File: src/hw/rtl/fir_pkg.sv
`default_nettype none
// ----------------------------------------------------------------------------
// fir_pkg
// Shared constants, types and the controller-to-datapath interface of the
// fixed-point FIR convolution core.
// ----------------------------------------------------------------------------
package fir_pkg;

  localparam int TAPS         = 16;
  localparam int SAMPLE_WIDTH = 16;
  localparam int ACC_WIDTH    = 36;
  localparam int PROD_WIDTH   = 2 * SAMPLE_WIDTH;
  localparam int TAP_IDX_W    = $clog2(TAPS);
  localparam int TAP_CNT_W    = 5;

  // Stream payload widths, padded to whole bytes
  localparam int IN_DATA_W    = ((TAP_IDX_W + SAMPLE_WIDTH + 7) / 8) * 8;
  localparam int OUT_DATA_W   = ((ACC_WIDTH + 7) / 8) * 8;

  localparam logic [TAP_CNT_W-1:0] TAP_COUNT_RESET = TAP_CNT_W'(10);

  // Item kinds carried on in_tuser
  localparam logic OP_LOAD = 1'b0;
  localparam logic OP_PUSH = 1'b1;

  typedef enum logic [1:0] {
    ST_IDLE,
    ST_MAC,
    ST_DRAIN,
    ST_EMIT
  } fir_state_t;

  // Commands from controller to datapath
  typedef struct packed {
    logic                 load_coef;
    logic                 shift_sample;
    logic                 shift_zero;
    logic                 clear_window;
    logic                 clear_acc;
    logic                 mac_step;
    logic                 emit;
    logic                 emit_last;
    logic [TAP_IDX_W-1:0] tap_sel;
  } fir_cmd_t;

  // Status from datapath to controller
  typedef struct packed {
    logic out_free;
  } fir_status_t;

endpackage : fir_pkg
`default_nettype wire

File: src/hw/rtl/fir_dp.sv
`default_nettype none
// ----------------------------------------------------------------------------
// fir_dp
// Datapath: coefficient store, sample window, one shared multiplier with a
// product register, the accumulator and the output register.
// ----------------------------------------------------------------------------
module fir_dp
  import fir_pkg::*;
(
  input  wire logic                           clk,
  input  wire logic                           rst_n,
  input  wire fir_cmd_t                       cmd,
  output fir_status_t                         status,
  input  wire logic        [TAP_IDX_W-1:0]    tap_index,
  input  wire logic signed [SAMPLE_WIDTH-1:0] value,
  output logic                                out_valid,
  input  wire logic                           out_ready,
  output logic signed      [ACC_WIDTH-1:0]    out_sum,
  output logic                                out_last
);

  logic signed [SAMPLE_WIDTH-1:0] coef_r   [TAPS];
  logic signed [SAMPLE_WIDTH-1:0] window_r [TAPS];
  logic signed [PROD_WIDTH-1:0]   prod_r;
  logic                           prod_vld_r;
  logic signed [ACC_WIDTH-1:0]    acc_r;
  logic signed [ACC_WIDTH-1:0]    acc_nxt;
  logic signed [ACC_WIDTH-1:0]    sum_r;
  logic                           last_r;
  logic                           valid_r;

  // Write one coefficient
  always_ff @(posedge clk) begin
    if (cmd.load_coef) begin
      coef_r[tap_index] <= value;
    end
  end

  // Shift the window; slot 0 holds the newest sample
  always_ff @(posedge clk) begin
    if (!rst_n || cmd.clear_window) begin
      for (int i = 0; i < TAPS; i++) begin
        window_r[i] <= '0;
      end
    end else if (cmd.shift_sample || cmd.shift_zero) begin
      for (int i = TAPS - 1; i > 0; i--) begin
        window_r[i] <= window_r[i-1];
      end
      window_r[0] <= cmd.shift_sample ? value : '0;
    end
  end

  // Multiply one tap per cycle into the product register
  always_ff @(posedge clk) begin
    if (!rst_n) begin
      prod_vld_r <= 1'b0;
    end else begin
      prod_vld_r <= cmd.mac_step;
    end
    prod_r <= coef_r[cmd.tap_sel] * window_r[cmd.tap_sel];
  end

  // Accumulate the previous product
  always_comb begin
    acc_nxt = acc_r;
    if (prod_vld_r) begin
      acc_nxt = acc_r + ACC_WIDTH'(prod_r);
    end
  end

  always_ff @(posedge clk) begin
    if (cmd.clear_acc) begin
      acc_r <= '0;
    end else begin
      acc_r <= acc_nxt;
    end
  end

  // Output register: hold until taken
  always_ff @(posedge clk) begin
    if (!rst_n) begin
      valid_r <= 1'b0;
    end else if (cmd.emit) begin
      valid_r <= 1'b1;
    end else if (out_ready) begin
      valid_r <= 1'b0;
    end
  end

  always_ff @(posedge clk) begin
    if (cmd.emit) begin
      sum_r  <= acc_r;
      last_r <= cmd.emit_last;
    end
  end

  assign status.out_free = !valid_r || out_ready;
  assign out_valid       = valid_r;
  assign out_sum         = sum_r;
  assign out_last        = last_r;

endmodule : fir_dp
`default_nettype wire

File: src/hw/rtl/fir_ctrl.sv
`default_nettype none
// ----------------------------------------------------------------------------
// fir_ctrl
// Controller: tap count register, tap walk counter, tail flush counter and
// the state machine that sequences the datapath.
// ----------------------------------------------------------------------------
module fir_ctrl
  import fir_pkg::*;
(
  input  wire logic                 clk,
  input  wire logic                 rst_n,
  input  wire logic                 in_valid,
  output logic                      in_ready,
  input  wire logic                 in_op,
  input  wire logic                 in_final,
  input  wire logic                 cfg_valid,
  output logic                      cfg_ready,
  input  wire logic [TAP_CNT_W-1:0] cfg_data,
  input  wire fir_status_t          status,
  output fir_cmd_t                  cmd
);

  fir_state_t           state_r, state_nxt;
  logic [TAP_CNT_W-1:0] tap_count_r;
  logic [TAP_IDX_W-1:0] k_r, k_nxt;
  logic [TAP_IDX_W-1:0] rem_r, rem_nxt;
  logic                 final_r, final_nxt;
  logic [TAP_CNT_W-1:0] last_full;
  logic [TAP_IDX_W-1:0] last_k;
  logic                 accept;

  // Clamp the tap count to 1..TAPS, give the highest tap index used
  always_comb begin
    priority if (tap_count_r == '0) begin
      last_full = '0;
    end else if (tap_count_r > TAP_CNT_W'(TAPS)) begin
      last_full = TAP_CNT_W'(TAPS - 1);
    end else begin
      last_full = tap_count_r - TAP_CNT_W'(1);
    end
  end
  assign last_k = last_full[TAP_IDX_W-1:0];

  assign in_ready  = (state_r == ST_IDLE);
  assign cfg_ready = 1'b1;
  assign accept    = in_valid && in_ready;

  // Tap count register
  always_ff @(posedge clk) begin
    if (!rst_n) begin
      tap_count_r <= TAP_COUNT_RESET;
    end else if (cfg_valid) begin
      tap_count_r <= cfg_data;
    end
  end

  // Next state and counters
  always_comb begin
    state_nxt = state_r;
    k_nxt     = k_r;
    rem_nxt   = rem_r;
    final_nxt = final_r;
    unique case (state_r)
      ST_IDLE: begin
        if (accept && in_op == OP_PUSH) begin
          state_nxt = ST_MAC;
          k_nxt     = '0;
          final_nxt = in_final;
          rem_nxt   = in_final ? last_k : '0;
        end
      end
      ST_MAC: begin
        k_nxt = k_r + TAP_IDX_W'(1);
        if (k_r == last_k) begin
          state_nxt = ST_DRAIN;
        end
      end
      ST_DRAIN: begin
        state_nxt = ST_EMIT;
      end
      ST_EMIT: begin
        if (status.out_free) begin
          if (rem_r == '0) begin
            state_nxt = ST_IDLE;
          end else begin
            state_nxt = ST_MAC;
            k_nxt     = '0;
            rem_nxt   = rem_r - TAP_IDX_W'(1);
          end
        end
      end
      default: state_nxt = ST_IDLE;
    endcase
  end

  always_ff @(posedge clk) begin
    if (!rst_n) begin
      state_r <= ST_IDLE;
      k_r     <= '0;
      rem_r   <= '0;
      final_r <= 1'b0;
    end else begin
      state_r <= state_nxt;
      k_r     <= k_nxt;
      rem_r   <= rem_nxt;
      final_r <= final_nxt;
    end
  end

  // Datapath commands
  always_comb begin
    cmd         = '0;
    cmd.tap_sel = k_r;
    unique case (state_r)
      ST_IDLE: begin
        if (accept) begin
          cmd.load_coef    = (in_op == OP_LOAD);
          cmd.shift_sample = (in_op == OP_PUSH);
          cmd.clear_acc    = (in_op == OP_PUSH);
        end
      end
      ST_MAC: begin
        cmd.mac_step = 1'b1;
      end
      ST_DRAIN: begin
        cmd.mac_step = 1'b0;
      end
      ST_EMIT: begin
        if (status.out_free) begin
          cmd.emit      = 1'b1;
          cmd.emit_last = (rem_r == '0);
          // Start the next tail output, or drop the window after the run
          if (rem_r != '0) begin
            cmd.shift_zero = 1'b1;
            cmd.clear_acc  = 1'b1;
          end else if (final_r) begin
            cmd.clear_window = 1'b1;
          end
        end
      end
      default: cmd = '0;
    endcase
  end

endmodule : fir_ctrl
`default_nettype wire

File: src/hw/rtl/fixed_point_fir_convolution_core.sv
`default_nettype none
// A pushed sample walks n taps in the MAC state, adds the last product in the drain
// state, registers the sum in the emit state; n is the clamped tap count (1..16).
// The single shared multiplier walks one tap per cycle; no new item is taken until idle.
// A final sample adds n-1 tail outputs. A low out_tready holds the emit step while
// an earlier output is pending. A coefficient load is written on acceptance, leaving
// the core idle. rst_n (synchronous) clears window, control state, output valid; tap count 10.
// ----------------------------------------------------------------------------
// fixed_point_fir_convolution_core
// Direct-form FIR computing the full linear convolution of a signed sample
// stream with a loaded coefficient set, using one multiply-accumulate.
// ----------------------------------------------------------------------------
module fixed_point_fir_convolution_core
  import fir_pkg::*;
(
  input  wire logic                  clk,
  input  wire logic                  rst_n,
  input  wire logic                  in_tvalid,
  output logic                       in_tready,
  input  wire logic [IN_DATA_W-1:0]  in_tdata,   // tap_index[3:0], value[19:4], zero pad
  input  wire logic                  in_tuser,   // operation
  input  wire logic                  in_tlast,   // final_sample
  output logic                       out_tvalid,
  input  wire logic                  out_tready,
  output logic [OUT_DATA_W-1:0]      out_tdata,  // sum[35:0], zero pad
  output logic                       out_tlast,  // end_of_run
  input  wire logic                  cfg_valid,
  output logic                       cfg_ready,
  input  wire logic [TAP_CNT_W-1:0]  cfg_data    // tap_count
);

  fir_cmd_t                       cmd;
  fir_status_t                    status;
  logic [TAP_IDX_W-1:0]           tap_index;
  logic signed [SAMPLE_WIDTH-1:0] value;
  logic signed [ACC_WIDTH-1:0]    sum;

  // Unpack the input item
  assign tap_index = in_tdata[TAP_IDX_W-1:0];
  assign value     = in_tdata[TAP_IDX_W +: SAMPLE_WIDTH];

  fir_ctrl u_ctrl (
    .clk       (clk),
    .rst_n     (rst_n),
    .in_valid  (in_tvalid),
    .in_ready  (in_tready),
    .in_op     (in_tuser),
    .in_final  (in_tlast),
    .cfg_valid (cfg_valid),
    .cfg_ready (cfg_ready),
    .cfg_data  (cfg_data),
    .status    (status),
    .cmd       (cmd)
  );

  fir_dp u_dp (
    .clk       (clk),
    .rst_n     (rst_n),
    .cmd       (cmd),
    .status    (status),
    .tap_index (tap_index),
    .value     (value),
    .out_valid (out_tvalid),
    .out_ready (out_tready),
    .out_sum   (sum),
    .out_last  (out_tlast)
  );

  // Pack the result item
  assign out_tdata = OUT_DATA_W'(unsigned'(sum));

endmodule : fixed_point_fir_convolution_core
`default_nettype wire

File: config.mk
export PLATFORM = sky130hd
export DESIGN_NAME = fixed_point_fir_convolution_core
export DESIGN_NICKNAME = d
export VERILOG_FILES = /design/src/hw/rtl/fir_pkg.sv /design/src/hw/rtl/fir_dp.sv /design/src/hw/rtl/fir_ctrl.sv /design/src/hw/rtl/fixed_point_fir_convolution_core.sv
export SDC_FILE = /design/constraint.sdc
export NUM_CORES = 1
export LEC_CHECK = 0
export BUFFER_PORTS_ARGS = -buffer_cell sky130_fd_sc_hd__buf_2
export CAP_MARGIN = 20
export CORE_MARGIN = 1
export CORE_UTILIZATION = 45
export DETAILED_ROUTE_END_ITERATION = 10
export GPL_TIMING_DRIVEN = 0
export PLACE_DENSITY_LB_ADDON = 0.3
export REMOVE_ABC_BUFFERS = 1
export SLEW_MARGIN = 5
export SYNTH_ARGS = -nofsm -noshare
export SYNTH_HDL_FRONTEND = slang
export SYNTH_SLANG_ARGS = --single-unit
File: constraint.sdc
create_clock -name clk -period 19.91 [get_ports clk]
set_input_delay 0.9955 -clock clk [delete_from_list [all_inputs] [get_ports clk]]
set_output_delay 0.9955 -clock clk [all_outputs]
set_load 0.01 [all_outputs]
### Yosys cells after proc, flatten, opt, wreduce, memory -nomap -nowiden

Memories as Yosys holds them, arrays and structs flattened. A register that Yosys moved wholly into a read port is not among the register bits.
Index checks and enable logic that the tools add are counted.

| operators by class | value |
|---|---|
| reduce and logical (&&, ||, !) cells | 19 |
| $mul | 1 |
| magnitude comparators | 1 |
| eq/ne operators | 8 |
| mux-type cells | 58 |
| bitwise gates (word level) | 17 |
| $add $sub $neg | 4 |

Operators with widths:

| cell | number |
|---|---|
| $mux W16 | 17 |
| $mux W4 | 13 |
| $add A36 B32 Y36 | 1 |
| $mul A16 B16 Y32 | 1 |
| $mux W2 | 8 |
| $or A1 B1 Y1 | 16 |
| $mux W1 | 15 |
| $pmux W4 S3 | 1 |
| $pmux W2 S4 | 1 |
| $pmux W4 S2 | 1 |
| $reduce_and A4 Y1 | 2 |
| $sub A4 B1 Y4 const B | 2 |
| $ne A2 B2 Y1 const B | 3 |
| $gt A5 B5 Y1 const B | 1 |
| $logic_not A5 Y1 | 1 |
| $add A4 B1 Y4 const B | 1 |
| $eq A2 B2 Y1 const B | 2 |
| $eq A4 B4 Y1 | 1 |
| $logic_not A4 Y1 | 1 |
| $reduce_and A2 Y1 | 2 |
| $reduce_bool A2 Y1 | 2 |
| $reduce_bool A4 Y1 | 1 |
| $logic_or A1 B1 Y1 | 3 |
| $mux W3 | 1 |
| other kinds (9) | 11 |

| word-level totals | value |
|---|---|
| logic and storage cells | 121 |
| bits of input ports | 36 |
| memory bits (writable) | 512 |
| memories | 2 |
| register bits after elaboration | 123 |

Memory list:

| memory | depth | width | rd ports | clocked after memory_dff | wr ports | RTL line | text |
|---|---|---|---|---|---|---|---|
| u_dp.coef_r | 16 | 16 | 1 | 1 | 1 | fir_dp.sv:22 | `logic signed [SAMPLE_WIDTH-1:0] coef_r [TAPS];` |
| u_dp.window_r | 16 | 16 | 16 | 1 | 16 | fir_dp.sv:23 | `logic signed [SAMPLE_WIDTH-1:0] window_r [TAPS];` |

### Longest topological paths before layout

| depth | value |
|---|---|
| depth in word-level cells | 9 |
| mapped depth | 31 |
| mapped depth without buffers | 27 |

### By module

Synthesis repeated with hierarchy kept, for this count alone.

| unflattened totals | value |
|---|---|
| cell total of the unflattened synthesis | 2809 |
| area, all modules | 37044.3 um^2 |

By module, submodules not included:

| module | area an instance (um^2) | times used | cells each |
|---|---|---|---|
| fir_dp | 35865.6 | 1 | 2664 |
| fir_ctrl | 1144.8 | 1 | 140 |
| fixed_point_fir_convolution_core | 33.8 | 1 | 5 |

### Worst setup path after synthesis

No wires, ideal clock.

| timing path | value |
|---|---|
| path type | in2reg |
| start point | input out_tready |
| end point | memory u_dp.window_r[0][0], enable pin |
| arrival time | 7.568 ns |
| path slack | 9.754 ns |
| stages | 4 |
| setup time | 2.588 ns |
| path through | nor2b_1 nor2b_1 o21ai_0 nand3_1 |

RTL lines:

| what | RTL line | text |
|---|---|---|
| start: declaration | fixed_point_fir_convolution_core.sv:24 | `input wire logic out_tready,` |
| end: declaration | fir_dp.sv:23 |  |

==> flow_metrics.py <==
metrics = {
    "status": {
        "status": "finished, final reports clean",
    },
    "logic_synthesis": {
        "seq_area_frac_synth": 0.495,
        "synth_area_leaders": "edfxtp_1 (45%), fa_1 (14%), mux4_2 (8.3%)",
        "synth_edf_count": 549,
        "ys_seq_elements": 639,
        "avgSynthCellArea_sq_um": 13.0,
        "synth_area_sq_um": 37000,
        "synth_ff_type": "edfxtp_1",
        "synth_cells": 2838,
        "async_flop_share": 0,
        "synth_top_area_share": 0.446,
        "yosys.area.top_type": "edfxtp_1",
        "synth.distinct_cells": 72,
        "ys_warn_count": 0,
    },
    "route": {
        "vias_per_cell": 5.43,
        "ant_nets": 0,
        "num_vias": 21908,
        "remaining_drc_errors": 0,
        "wl_per_cell_um": 19.2,
        "finalWirelength_mm": 77.5,
        "first_pass_iters": 6,
        "first_iter_violations": 1440,
    },
    "layout": {
        "regArea_sq_um": 18300,
        "final_common_cell": "edfxtp_1",
        "diodes": 0,
        "drive_gt1_frac": 0.147,
        "final_nets": 3342,
        "fillers": 6787,
        "multi_input_area_sq_um": 17100,
        "layout_common_cells": "edfxtp_1 (549), inv_1 (320), and2_1 (263), fa_1 (263), nor2_1 (225)",
        "area_delta_synth_final_pct": 12.6,
    },
    "critical_path": {
        "crit_family": "adder cells",
        "r2r_slack_ps": 10710,
        "cp-end-kind": "flop",
        "cpMostUsedCell": "fa_1",
        "crit_fanout": 35,
        "reg2reg_to": "u_dp.prod_r[25]",
        "arrival_ps": 9750,
        "max_stage_delay_ps": 910,
        "r2r_cells": 26,
        "required_ps": 20460,
        "path_buf_inv": 6,
        "critPathKind": "reg -> reg",
        "start_kind": "flop",
        "slowest_stage": "o21ai_1",
    },
    "timing": {
        "fin_setup_tns_ps": 0,
        "period_minus_slack_ps": 9200,
        "finalMaxSlewViolations": 0,
        "finClkSkew_ps": 56.1,
        "rsz0062_at_grt": "no",
        "setup_viol_count_final": 0,
        "hold-worst-slack_ps": 462,
        "tightestPinTransition_ps": 1170,
        "slew_headroom": 0.212,
        "finalCritPeriodShare": 0.462,
        "max_freq_ghz": 0.109,
        "hold_violations": 0,
    },
    "cts": {
        "post_cts_resized": 0,
        "clockBufferDepth": 3,
        "clkTransAtPathRegs_ps": 60,
        "hold_buffers": 0,
        "cts.sinks": 639,
        "post_cts.repair.setup_buffers": 0,
        "cts_tree": "done",
        "h-tree-depth": 3,
        "worstSkewPairLatency_ps": 630,
        "numCtsBuffers": 72,
        "cts_root_buffer": "clkbuf_16",
    },
    "floorplan": {
        "ios": 80,
        "dieArea_sq_um": 83300,
        "fp.dieH_um": 289,
        "core_sq_um": 80900,
        "initial_core_util": 0.457,
        "die_w_um": 289,
        "rows": 104,
    },
    "global_routing": {
        "grt_first_pass_wirelength_mm": 127,
        "grt_usage": 0.193,
        "grt_max_degree": 65,
        "antenna_found_initial": 0,
        "grt_overflow_total": 0,
        "grt_pass1_vias": 23177,
    },
    "min_path": {
        "hp-class": "reg -> reg",
        "hold_depth": 0,
        "min_from": "u_dp.acc_r[35]",
        "whs_endpoint": "u_dp.out_sum[35]",
    },
    "placed_design": {
        "place_congestion": 0.924,
        "hpwl_mm": 54.8,
        "port_buffers": 70,
    },
    "job": {
        "max_cap_violations": 0,
    },
}
==> flip-flops by register name (all words and copies together), names as in the netlist, 2 cells and up, named ones only <==
name	cells
u_ctrl.state_r	2
u_ctrl.tap_count_r	5
u_dp.acc_r	36
u_dp.window_r	256
u_dp.out_sum	36
u_dp.coef_r	256
u_ctrl.rem_r	4
u_dp.prod_r	32
u_ctrl.k_r	4
==> final cells by class <==
cell class / count / share of cell area
clock buffer: 84 / 0.0448
clock inverter: 48 / 0.0124
inverter: 330 / 0.0298
multi-input combinational: 1758 / 0.411
sequential: 639 / 0.440
tap: 1060 / 0.0319
timing repair buffer: 119 / 0.0303
==> logic make-up (layout without fill, tap and decap cells) <==
family,after synthesis,after routing,share of synthesized area
other,2,5,0.000203
buffers and inverters,444,581,0.0462
DFF,639,639,0.495
xor gates and xnor gates,47,47,0.0111
adders and majority gates,386,386,0.184
and+or+nand+nor,822,822,0.111
AOI/OAI and AO/OA,296,296,0.0513
muxes,202,202,0.102
==> how the worst max path moves through the flow <==
stage          cells after the start  slack, ps               to  startpoint
5_1_grt                           26      10210  u_dp.prod_r[25]        flop
2_1_floorplan                     24       7520  u_dp.prod_r[25]        flop
6_report                          26      10710  u_dp.prod_r[25]        flop
4_1_cts                           26      10640  u_dp.prod_r[25]        flop
3_5_place_dp                      26      10660  u_dp.prod_r[25]        flop
3_3_place_gp                      22       4010  u_dp.prod_r[31]        flop
==> synth_stat cells, types with 25 or more instances <==
cell type and instances:
edfxtp_1 549, inv_1 320, and2_1 263, fa_1 263, nor2_1 237, nand2_1 171, mux4_2 136, ha_1 123
dfxtp_1 90, clkbuf_1 80, a21oi_1 79, o21ai_1 44, mux2i_1 41, xnor2_1 35, a21o_1 32, o21ai_0 32
o21a_1 26, nor3_1 25
==> worst register-to-register path, stage by stage (launching register included) <==
cell and delay, ps:
dfxtp_4 800, buf_16 330, buf_16 320, mux4_2 580, mux2_2 310, o21ai_1 910
nor2_1 190, fa_1 570, inv_1 70, fa_1 450, fa_1 540, inv_1 50
fa_1 510, fa_1 500, inv_1 50, fa_1 470, inv_1 40, ha_1 330
a21o_1 190, a21o_1 170, a21o_1 190, a2111oi_4 400, nor4_1 140, o32a_1 410
a221o_1 340, a21oi_2 150, xnor2_1 120
==> layer usage <==
layer,GRT usage,vias up,part of all wire
li1,-,9999,-
met1,0.265,11155,0.45
met2,0.317,622,0.48
met3,0.0320,132,0.051
met4,0.0587,0,0.024
met5,0,-,0
==> through the flow <==
| step | utilization | setup WS, ps | cell area, sq um | std cells |
|---|---|---|---|---|
| global placement | 0.472 | 4010 | 38200 | 3857 |
| global route | 0.514 | 10210 | 41600 | 4038 |
| detailed placement | 0.484 | 10660 | 39200 | 3905 |
| CTS | 0.514 | 10640 | 41600 | 4037 |
| finish | 0.514 | 10710 | 41600 | 4038 |
| floorplan | - | 7520 | 36500 | 2727 |
Power is left out: the tool's default activity adds up to more than one toggle a clock period on the data nets, which glitch-free logic cannot reach.
